--- config.mk ---
export PLATFORM = sky130hd
export DESIGN_NAME = amst_ctrl
export DESIGN_NICKNAME = d
export VERILOG_FILES = /design/src/design/amst_pkg.sv /design/src/design/amst_ctrl.sv
export SDC_FILE = /design/constraint.sdc
export NUM_CORES = 1
export LEC_CHECK = 0
export BUFFER_PORTS_ARGS = -buffer_cell sky130_fd_sc_hd__buf_4
export CAP_MARGIN = 20
export CORE_MARGIN = 1.5
export CORE_UTILIZATION = 40
export DETAILED_ROUTE_END_ITERATION = 10
export SLEW_MARGIN = 20
export SYNTH_ARGS = -nofsm -noshare
export SYNTH_HDL_FRONTEND = slang
export SYNTH_SLANG_ARGS = --single-unit
--- constraint.sdc ---
create_clock -name clk -period 2.3 [get_ports clk]
set_input_delay 0.115 -clock clk [delete_from_list [all_inputs] [get_ports clk]]
set_output_delay 0.115 -clock clk [all_outputs]
set_load 0.05 [all_outputs]
--- src/design/amst_pkg.sv ---
// shared constants, types and tables for the affine matrix stack engine
package amst_pkg;

  localparam int STACK_DEPTH = 16;
  localparam int FRAC_BITS = 16;
  localparam int MAT_WORDS = 12;
  localparam int LVL_W = $clog2(STACK_DEPTH);
  localparam int IDX_W = $clog2(MAT_WORDS);
  localparam int ADDR_W = $clog2(STACK_DEPTH * MAT_WORDS);

  // cordic
  localparam int CORDIC_STEPS = 24;
  localparam int STEP_W = $clog2(CORDIC_STEPS);
  localparam int ANG_FRAC = 24;
  localparam int VEC_FRAC = 30;
  localparam int ANG_W = 36;
  localparam int VEC_W = 34;
  localparam int CORDIC_GAIN = 652032874;
  localparam int RED_K = (FRAC_BITS >= 23) ? 0 : 23 - FRAC_BITS;
  localparam int RED_KW = 4;
  localparam int RED_W = FRAC_BITS + 9 + RED_K + 1;

  localparam logic [3:0] OP_IDENT = 4'd0;
  localparam logic [3:0] OP_PUSH  = 4'd1;
  localparam logic [3:0] OP_POP   = 4'd2;
  localparam logic [3:0] OP_ROTX  = 4'd3;
  localparam logic [3:0] OP_ROTY  = 4'd4;
  localparam logic [3:0] OP_ROTZ  = 4'd5;
  localparam logic [3:0] OP_TRANS = 4'd6;
  localparam logic [3:0] OP_SCALE = 4'd7;
  localparam logic [3:0] OP_POINT = 4'd8;

  localparam logic [1:0] ST_OK    = 2'd0;
  localparam logic [1:0] ST_FULL  = 2'd1;
  localparam logic [1:0] ST_EMPTY = 2'd2;

  localparam logic [1:0] WR_IDENT = 2'd0;
  localparam logic [1:0] WR_COPY  = 2'd1;
  localparam logic [1:0] WR_SUM   = 2'd2;

  localparam logic signed [31:0] Q_ONE = 32'sd1 <<< FRAC_BITS;

  typedef struct packed {
    logic              cap;
    logic              cord_start;
    logic              rd_en;
    logic [LVL_W-1:0]  rd_lvl;
    logic [IDX_W-1:0]  rd_idx;
    logic              row_ld;
    logic [1:0]        row_k;
    logic              mul_en;
    logic [1:0]        col;
    logic              wr_en;
    logic [1:0]        wr_src;
    logic [LVL_W-1:0]  wr_lvl;
    logic [IDX_W-1:0]  wr_idx;
    logic              pt_ld;
    logic [1:0]        pt_row;
    logic              out_ld;
    logic [1:0]        status;
  } amst_cmd_t;

  typedef struct packed {
    logic cord_done;
  } amst_sts_t;

  function automatic logic signed [31:0] ident_word(input logic [IDX_W-1:0] idx);
    logic signed [31:0] w;
    w = '0;
    if (idx == IDX_W'(0) || idx == IDX_W'(5) || idx == IDX_W'(10)) w = Q_ONE;
    return w;
  endfunction

  function automatic logic [29:0] atan_deg(input logic [STEP_W-1:0] i);
    logic [29:0] a;
    case (i)
      5'd0:  a = 30'd754974720;
      5'd1:  a = 30'd445687602;
      5'd2:  a = 30'd235489089;
      5'd3:  a = 30'd119537938;
      5'd4:  a = 30'd60000934;
      5'd5:  a = 30'd30029717;
      5'd6:  a = 30'd15018523;
      5'd7:  a = 30'd7509720;
      5'd8:  a = 30'd3754917;
      5'd9:  a = 30'd1877466;
      5'd10: a = 30'd938734;
      5'd11: a = 30'd469367;
      5'd12: a = 30'd234684;
      5'd13: a = 30'd117342;
      5'd14: a = 30'd58671;
      5'd15: a = 30'd29335;
      5'd16: a = 30'd14668;
      5'd17: a = 30'd7334;
      5'd18: a = 30'd3667;
      5'd19: a = 30'd1833;
      5'd20: a = 30'd917;
      5'd21: a = 30'd458;
      5'd22: a = 30'd229;
      5'd23: a = 30'd115;
      default: a = '0;
    endcase
    return a;
  endfunction

endpackage

--- src/design/amst_ctrl.sv ---
// controller: command decode, stack level and memory sequencing
module amst_ctrl (
  input  logic                   clk,
  input  logic                   rst,
  input  logic                   in_valid,
  output logic                   in_stall,
  input  logic [3:0]             op,
  output logic                   out_valid,
  input  logic                   out_stall,
  output amst_pkg::amst_cmd_t    cmd,
  input  amst_pkg::amst_sts_t    sts
);
  import amst_pkg::*;

  localparam logic [2:0] S_IDLE = 3'd0;
  localparam logic [2:0] S_WRID = 3'd1;
  localparam logic [2:0] S_COPY = 3'd2;
  localparam logic [2:0] S_CORD = 3'd3;
  localparam logic [2:0] S_MAT  = 3'd4;
  localparam logic [2:0] S_FIN  = 3'd5;

  localparam logic [3:0] PH_RD_END = 4'd4;
  localparam logic [3:0] PH_ROW    = 4'd1;
  localparam logic [3:0] PH_MUL    = 4'd5;
  localparam logic [3:0] PH_WR     = 4'd6;
  localparam logic [3:0] PH_LAST   = 4'd9;
  localparam logic [3:0] CNT_LAST  = 4'(MAT_WORDS - 1);
  localparam logic [3:0] CNT_COPY  = 4'(MAT_WORDS);
  localparam logic [LVL_W-1:0] LVL_TOP = LVL_W'(STACK_DEPTH - 1);

  logic [2:0]        state, state_next;
  logic [3:0]        op_q;
  logic [LVL_W-1:0]  top, top_next;
  logic [3:0]        cnt, cnt_next;
  logic [1:0]        row, row_next;
  logic [3:0]        ph, ph_next;
  logic [1:0]        stat, stat_next;
  logic              accept;
  logic              out_free;
  logic              point;

  assign in_stall = (state != S_IDLE);
  assign accept   = in_valid && !in_stall;
  assign out_free = !out_valid || !out_stall;
  assign point    = (op_q == OP_POINT);

  always_comb begin
    state_next = state;
    top_next   = top;
    cnt_next   = cnt;
    row_next   = row;
    ph_next    = ph;
    stat_next  = stat;
    cmd        = '0;
    unique case (state)
      S_IDLE: begin
        cmd.cap = accept;
        if (accept) begin
          stat_next = ST_OK;
          cnt_next  = '0;
          row_next  = '0;
          ph_next   = '0;
          unique case (op) inside
            OP_IDENT: state_next = S_WRID;
            OP_PUSH: begin
              if (top == LVL_TOP) begin
                stat_next  = ST_FULL;
                state_next = S_FIN;
              end else begin
                state_next = S_COPY;
              end
            end
            OP_POP: begin
              if (top == '0) stat_next = ST_EMPTY;
              else top_next = top - 1'b1;
              state_next = S_FIN;
            end
            OP_ROTX, OP_ROTY, OP_ROTZ: begin
              cmd.cord_start = 1'b1;
              state_next     = S_CORD;
            end
            OP_TRANS, OP_SCALE, OP_POINT: state_next = S_MAT;
            default: state_next = S_FIN;
          endcase
        end
      end
      S_WRID: begin
        cmd.wr_en  = 1'b1;
        cmd.wr_src = WR_IDENT;
        cmd.wr_lvl = top;
        cmd.wr_idx = cnt;
        cnt_next   = cnt + 1'b1;
        if (cnt == CNT_LAST) state_next = S_FIN;
      end
      S_COPY: begin
        cmd.rd_en  = (cnt < CNT_COPY);
        cmd.rd_lvl = top;
        cmd.rd_idx = cnt;
        cmd.wr_en  = (cnt != '0);
        cmd.wr_src = WR_COPY;
        cmd.wr_lvl = top + 1'b1;
        cmd.wr_idx = cnt - 1'b1;
        cnt_next   = cnt + 1'b1;
        if (cnt == CNT_COPY) begin
          top_next   = top + 1'b1;
          state_next = S_FIN;
        end
      end
      S_CORD: begin
        if (sts.cord_done) state_next = S_MAT;
      end
      S_MAT: begin
        cmd.rd_en  = (ph < PH_RD_END);
        cmd.rd_lvl = top;
        cmd.rd_idx = {row, ph[1:0]};
        cmd.row_ld = (ph >= PH_ROW) && (ph < PH_MUL);
        cmd.row_k  = 2'(ph - PH_ROW);
        cmd.mul_en = (ph >= PH_MUL) && (ph < PH_LAST);
        cmd.col    = 2'(ph - PH_MUL);
        cmd.wr_en  = !point && (ph >= PH_WR);
        cmd.wr_src = WR_SUM;
        cmd.wr_lvl = top;
        cmd.wr_idx = {row, 2'(ph - PH_WR)};
        cmd.pt_ld  = point && (ph == PH_LAST);
        cmd.pt_row = row;
        ph_next    = ph + 1'b1;
        if (ph == PH_LAST) begin
          ph_next = '0;
          if (row == 2'd2) state_next = S_FIN;
          else row_next = row + 1'b1;
        end
      end
      S_FIN: begin
        if (out_free) begin
          cmd.out_ld = 1'b1;
          cmd.status = stat;
          state_next = S_IDLE;
        end
      end
      default: state_next = S_IDLE;
    endcase
  end

  always_ff @(posedge clk) begin
    if (rst) begin
      state     <= S_IDLE;
      top       <= '0;
      out_valid <= 1'b0;
    end else begin
      state     <= state_next;
      top       <= top_next;
      out_valid <= cmd.out_ld || (out_valid && out_stall);
    end
  end

  always_ff @(posedge clk) begin
    cnt  <= cnt_next;
    row  <= row_next;
    ph   <= ph_next;
    stat <= stat_next;
    if (accept) op_q <= op;
  end

endmodule

==> metrics.md, run 1 <==
| Metric | Value |
|---|---|
| Final #Nets | `277` |
| Worst-Margin Slew | `0.584 ns` |
| CP max stage cell | `or3b_2` |
| Path type of the worst min-delay path | `input port to flop` |
| Final Wtd Congestion | `~0.78` |
| Post-DP HPWL | `between 3 and 4 mm` |
| Critical Path Max Stage Delay | `roughly 0.46 ns` |
| Row Count | `24` |
| CTS Sinks | `24` |
| CTS tree | `yes` |
| Final WL | `4.54 mm` |
| Number of setup violations in the final report | `0` |
| CTS Buf Count | `3` |
| GRT Total Usage | `18.4%` |
| Worst setup SP type | `flop` |
| Crit end category | `output port` |
| Synth Net Count | `236` |
| Chip height | `between 70 and 80 um` |
| Power Dens Cells | `1170 nW/um^2` |
| Syn. warnings | `0` |
| Routed len/inst | `14.6 um` |
| Sum of buffers and inverters on the critical path | `1` |
| Final setup skew | `approximately 0.0045 ns` |
| Crit Path Max Fanout | `6` |
| Final global-route overflow total | `0` |
| Initial antenna violation count | `0` |
| Fin crit share | `between 90% and 100%` |
| Final min period | `2.12 ns` |
| Most common cell after layout, fill and taps aside | `buf_4` |
| CTS H-tree lvls | `1` |
| Total Neg Setup Slack | `0 ns` |
| Cells after synthesis | `between 200 and 250` |
| Drt initial violations | `76` |
| DR vias/cell | `5.52` |
| Total die area | `4910 um^2` |
| P_leak | `0.955 nW` |
| Vias | `around 1700` |
| WP data arrival | `2.00 ns` |
| Fin. Hold Viols | `0` |
| Number of max-cap violations | `0` |
| Cells along the critical path | `ha_1 > or3b_2 > a21oi_1 > a31oi_1 > o32ai_1 > buf_4` |
| Seq/Total Area, Yosys | `around 36%` |
| FF-to-FF Start | `state[2]$_SDFFE_PP0P_` |
| # diodes | `0` |
| First-pass GRT wire length | `7.39 mm` |
| Detailed-route DRC error count | `0` |
| Area Overhead vs Synth | `25.5%` |
| Async set or reset register ratio after synthesis | `0%` |
| I/O pin count | `45` |
| Syn_area_per_cell | `8.22 um^2` |
| Root buffer cell | `clkbuf_8` |
| Kind of cell adding the most delay to the critical path | `simple AND/OR/NAND/NOR gates` |
| Drt pass-1 iters | `4` |
| Fill cells | `428` |
| Hold Buf Count CTS | `0` |
| Synth Register Bits | `24` |
| Share of layout cells above drive strength 1 | `approximately a quarter` |
| Req. time, crit path | `2.18 ns` |
| Maximum vdd drop | `approximately 410 uV` |
| Fin. max-slew vios | `0` |
| Worst-Skew Late Latency | `0.27 ns` |
| Synth Flop Type | `edfxtp_1` |
| Pin count of the biggest net entering global routing | `17` |
| Post-synth EDFFs | `16` |
| Unique cell type count in the Yosys netlist | `49` |
| Number of I/O port buffers | `44` |
| Post-CTS setup buffers | `0` |
| Min-delay src | `op[0]` |
| Reg clk slew, reported paths | `0.09 ns` |
| Initial Util | `41.3%` |
| CTS Buffer Depth | `2` |
| Post-route ant nets | `0` |
| Die width | `between 70 and 80 um` |
| FMAX | `472 MHz` |
| Post-Synthesis Cell Area | `~1800 um^2` |
| Status | `finished clean` |
| Kind of critical path | `flop to output port` |
| Crit path launch | `top[0]$_SDFFE_PP0P_` |
| Most frequent cells in the layout | `52 x buf_4, 28 x nor2_1, 16 x a21oi_1, 16 x edfxtp_1, 15 x nand2_1` |
| RSZ-0062 raised after global routing | `false` |
| Post-CTS Resized | `0` |
| Max-Slew Margin vs Limit | `60.7%` |
| Area of the core | `4350 um^2` |
| Worst Setup Slack, final | `0.180 ns` |
| Vias in the first global route | `1533` |
| Pre-CTS WS | `0.367 ns` |
-- logic make-up after synthesis --
group,after synthesis,share of synthesized area (%)
compound gates,54,19.5
xor+xnor,8,3.89
fa+ha+maj,8,5.56
buf+inv,29,6.75
flops,24,35.6
mux,2,1.18
simple gates,94,27.5
-- cell usage after synthesis, drive strengths merged (6+ instances only) --
master	count	area [um^2]
edfxtp	16	480
o21ai	8	40.0
ha	8	100
dfxtp	8	160
nand3	7	35.0
nor2b	13	81.3
clkbuf	10	37.5
nand2	15	56.3
nor2	28	105
nor3	7	35.0
inv	13	48.8
buf	6	35.0
a22oi	6	45.0
a21oi	17	85.1
-- area by class of cell --
type                            instances  area [um^2]  area share [%]
Clock buffer                            3         41.3            1.83
Clock inverter                          1         30.0            1.33
Inverter                               13         48.8            2.16
Multi-Input combinational cell        166         1040            46.1
Sequential cell                        24          641            28.4
Tap cell                               52         65.1            2.88
Timing Repair Buffer                   52          390            17.3
-- state kept, by name, summed over array words and instances, names as in the netlist --
signal and count:
cnt 4, op_q 4, ph 4, top 4
state 3, row 2, stat 2, out_valid 1
-- worst paths after layout --
check | depth (start not counted) | endpoint | slack [ns]
worst max-delay path | 6 | cmd[12] | 0.18
worst max register to register | 4 | top[3]$_SDFFE_PP0P_ | 0.38
worst min-delay path | 1 | op_q[0]$_DFFE_PP_ | 0.06
worst min register to register | 2 | top[1]$_SDFFE_PP0P_ | 0.54
-- metrics by stage --
| stage | cell area (um^2) | power [mW] | util (%) | hold WS (ns) | std cells |
|---|---|---|---|---|---|
| after floorplan | 1800 | 1.85 | - | 0.214 | 219 |
| after global placement | 2190 | 2.27 | 50.2 | 0.342 | 307 |
| after detailed placement | 2190 | 2.27 | 50.2 | 0.340 | 307 |
| after CTS | 2260 | 2.65 | 51.8 | 0.0581 | 311 |
| after global routing | 2260 | 2.80 | 51.8 | 0.0599 | 311 |
| final | 2260 | 2.64 | 51.8 | 0.0618 | 311 |
-- power breakdown --
group / internal (mW) / switching, mW
clock: 0.233 / 0.143
combinational: 0.505 / 0.989
sequential: 0.615 / 0.154
-- layer usage --
| metal | wire [um] | vias up | GRT usage (%) |
|---|---|---|---|
| met5 | 0 | - | 0 |
| met4 | 54 | 0 | 5.13 |
| met3 | 226 | 6 | 2.02 |
| met2 | 2110 | 49 | 28.7 |
| met1 | 2150 | 802 | 27.2 |
| li1 | - | 860 | - |
-- worst register-to-register path, cell delays in order (launching register included) --
cell,delay [ns]
dfxtp_1,0.39
or4b_1,0.52
o32a_1,0.42
a21oi_1,0.16
mux2_1,0.33
(Power assumes the default switching activity.)
==> run 2, diff against run 1 <==
--- a/config.mk
+++ b/config.mk
@@ -7,6 +7,7 @@
 export LEC_CHECK = 0
 export BUFFER_PORTS_ARGS = -buffer_cell sky130_fd_sc_hd__buf_4
 export CAP_MARGIN = 20
+export CORE_ASPECT_RATIO = 1.75
 export CORE_MARGIN = 1.5
 export CORE_UTILIZATION = 40
 export DETAILED_ROUTE_END_ITERATION = 10
==> run 2 against run 1 <==
  * Total power rose by 0.36%
  * Clock power fell by 1%
  * Sequential power fell by 0.5%
  * Largest cell class unchanged
  * Critical path depth did not move
==> metrics.md, run 2 (same netlist as run 1, synthesis figures left out) <==
| Metric | Value |
|---|---|
| Pin count of the biggest net entering global routing | `19 (+2)` |
| Kind of cell adding the most delay to the critical path | `flip-flops` |
| Detailed-route DRC error count | `0 (unchanged)` |
| Number of setup violations in the final report | `0 (unchanged)` |
| FF-to-FF Start | `state[0]$_SDFFE_PP0P_` |
| Post-DP HPWL | `3.66 mm (+3.3%)` |
| Drt pass-1 iters | `4 (unchanged)` |
| Max-Slew Margin vs Limit | `62.5% (+1.9 points)` |
| FMAX | `465 MHz (-1.5%)` |
| Critical Path Max Stage Delay | `0.47 ns (about the same)` |
| Fin. max-slew vios | `0 (unchanged)` |
| Worst-Skew Late Latency | `0.27 ns (about the same)` |
| CTS tree | `yes` |
| Worst hold path depth | `1 (unchanged)` |
| Initial Util | `41.2% (-0.095 points)` |
| CTS H-tree lvls | `1 (unchanged)` |
| Met2 Use GR | `35.6% (+6.9 points)` |
| Root buffer cell | `clkbuf_8` |
| Routed len/inst | `14.7 um (+0.92%)` |
| Number of I/O port buffers | `44 (unchanged)` |
| Util after Layout | `51.7% (-0.090 points)` |
| Req. time, crit path | `2.18 ns (about the same)` |
| P_leak | `0.956 nW (+0.12%)` |
| # diodes | `0 (unchanged)` |
| Post-route ant nets | `0 (unchanged)` |
| Final min period | `2.15 ns (+0.0324 ns)` |
| Fin area | `2260 um^2 (about the same)` |
| Share of layout cells above drive strength 1 | `24.7% (+0.39 points)` |
| Chip height | `91.7 um (+31%)` |
| Total placed instance area | `2180 um^2 (about the same)` |
| Total Neg Setup Slack | `0 ns (unchanged)` |
| Final Wtd Congestion | `0.849 (+9.1%)` |
| RSZ-0062 raised after global routing | `false` |
| I/O pin count | `45 (unchanged)` |
| Status | `finished clean` |
| Area of the core | `4360 um^2 (+0.23%)` |
| Kind of critical path | `flop to output port` |
| RR Endpoint | `top[3]$_SDFFE_PP0P_` |
| Pre-CTS WS | `0.340 ns (-0.0272 ns)` |
| DR vias/cell | `5.54 (+0.26%)` |
| Total die area | `4930 um^2 (+0.33%)` |
| Cells along the critical path | `inv_1 > ha_1 > or3b_2 > a21oi_1 > o32ai_1 > buf_4` |
| Worst-case reg-to-reg path depth | `4 (unchanged)` |
| Initial antenna violation count | `0 (unchanged)` |
| Placed Cells | `306 (-0.33%)` |
| Final WL | `4.56 mm (+0.60%)` |
| Maximum vdd drop | `685 uV (+68%)` |
| Area Overhead vs Synth | `25.5% (about the same)` |
| Worst setup SP type | `flop` |
| Met3 usage | `1.95% (-0.066 points)` |
| Crit end category | `output port` |
| Final global-route overflow total | `0 (unchanged)` |
| Power Dens Cells | `1170 nW/um^2 (+0.30%)` |
| Non-filler cells, final | `310 (-0.32%)` |
| Sum of buffers and inverters on the critical path | `2 (+1)` |
| Row Count | `32 (+33%)` |
| Most common cell after layout, fill and taps aside | `buf_4` |
| Drt initial violations | `42 (-45%)` |
| Final setup skew | `0.00276 ns (-0.00176 ns)` |
| Die width | `53.7 um (-23%)` |
| Reg clk slew, reported paths | `0.09 ns (about the same)` |
| CTS Sinks | `24 (unchanged)` |
| WP data arrival | `2.04 ns (+0.04 ns)` |
| Hold endpoint | `op_q[0]$_DFFE_PP_` |
| Most frequent cells in the layout | `52 x buf_4, 28 x nor2_1, 16 x a21oi_1, 16 x edfxtp_1, 14 x nand2_1` |
| Layer with the highest usage | `met2` |
| Vias | `1716 (-0.058%)` |
| CTS Buf Count | `3 (unchanged)` |
| Crit Path Max Fanout | `5 (-1)` |
| Worst Setup Slack, final | `0.148 ns (-0.0324 ns)` |
| Worst-Margin Slew | `0.556 ns (-0.0275 ns)` |
| Path type of the worst min-delay path | `input port to flop` |
| Min-delay src | `op[0]` |
| Fin. Hold Viols | `0 (unchanged)` |
| Final #Nets | `277 (unchanged)` |
| GRT Total Usage | `20.1% (+1.7 points)` |
| CP max stage cell | `edfxtp_1` |
| Number of max-cap violations | `0 (unchanged)` |
| Crit path launch | `cnt[1]$_SDFFCE_PN0P_` |
| First-pass GRT wire length | `7.56 mm (+2.2%)` |
| Vias in the first global route | `1577 (+2.9%)` |
| Fin crit share | `93.6% (+1.4 points)` |
| Reg2reg setup slack | `0.33 ns (-0.05 ns)` |
| CTS Buffer Depth | `2 (unchanged)` |
| Met1 usage | `23.6% (-3.5 points)` |
run 2: cell counts in the layout (fill, tap and decap cells not counted):
Identical to the previous run, type by type.
run 2: stage by stage:
stage | total power [mW] | hold WS (ns)
CTS | 2.65 | 0.0638
global route | 2.83 | 0.0555
global placement | 2.27 | 0.345
finish | 2.65 | 0.0690
floorplan | 1.85 | 0.214
detailed placement | 2.27 | 0.346
run 2: how the worst max path moves through the flow:
| stage | endpoint | cells past startpoint |
|---|---|---|
| after CTS | cmd[16] | 6 |
| after floorplan | cmd[10] | 4 |
| after global routing | cmd[16] | 6 |
| after global placement | top[3]$_SDFFE_PP0P_ | 4 |
| after detailed placement | top[3]$_SDFFE_PP0P_ | 4 |
| final | cmd[16] | 6 |
run 2: layout make-up:
cell class | count | area, um^2
tap | 51 | 63.8
sequential | 24 | 641
fill | 432 | 2110
timing repair buffer | 52 | 390
clock inverter | 1 | 30.0
inverter | 13 | 48.8
clock buffer | 3 | 41.3
multi-input combinational | 166 | 1040
run 2: timing repair:
item	CTS	global route
setup buffers	0	0
hold buffers	0	0
gates resized for setup	0	1
setup endpoints to repair	0	3
run 2: power breakdown:
part	leakage [nW]	switching, mW	internal [mW]
Clock	0.0357	0.139	0.233
Combinational	0.697	1.00	0.508
Sequential	0.223	0.150	0.615
Total	0.956	1.29	1.36
run 2: per-layer routing:
layer	wire [um]	part of all wire, %
met3	136	3.0
met2	2490	54
met4	101	2.2
met5	0	0
met1	1840	40
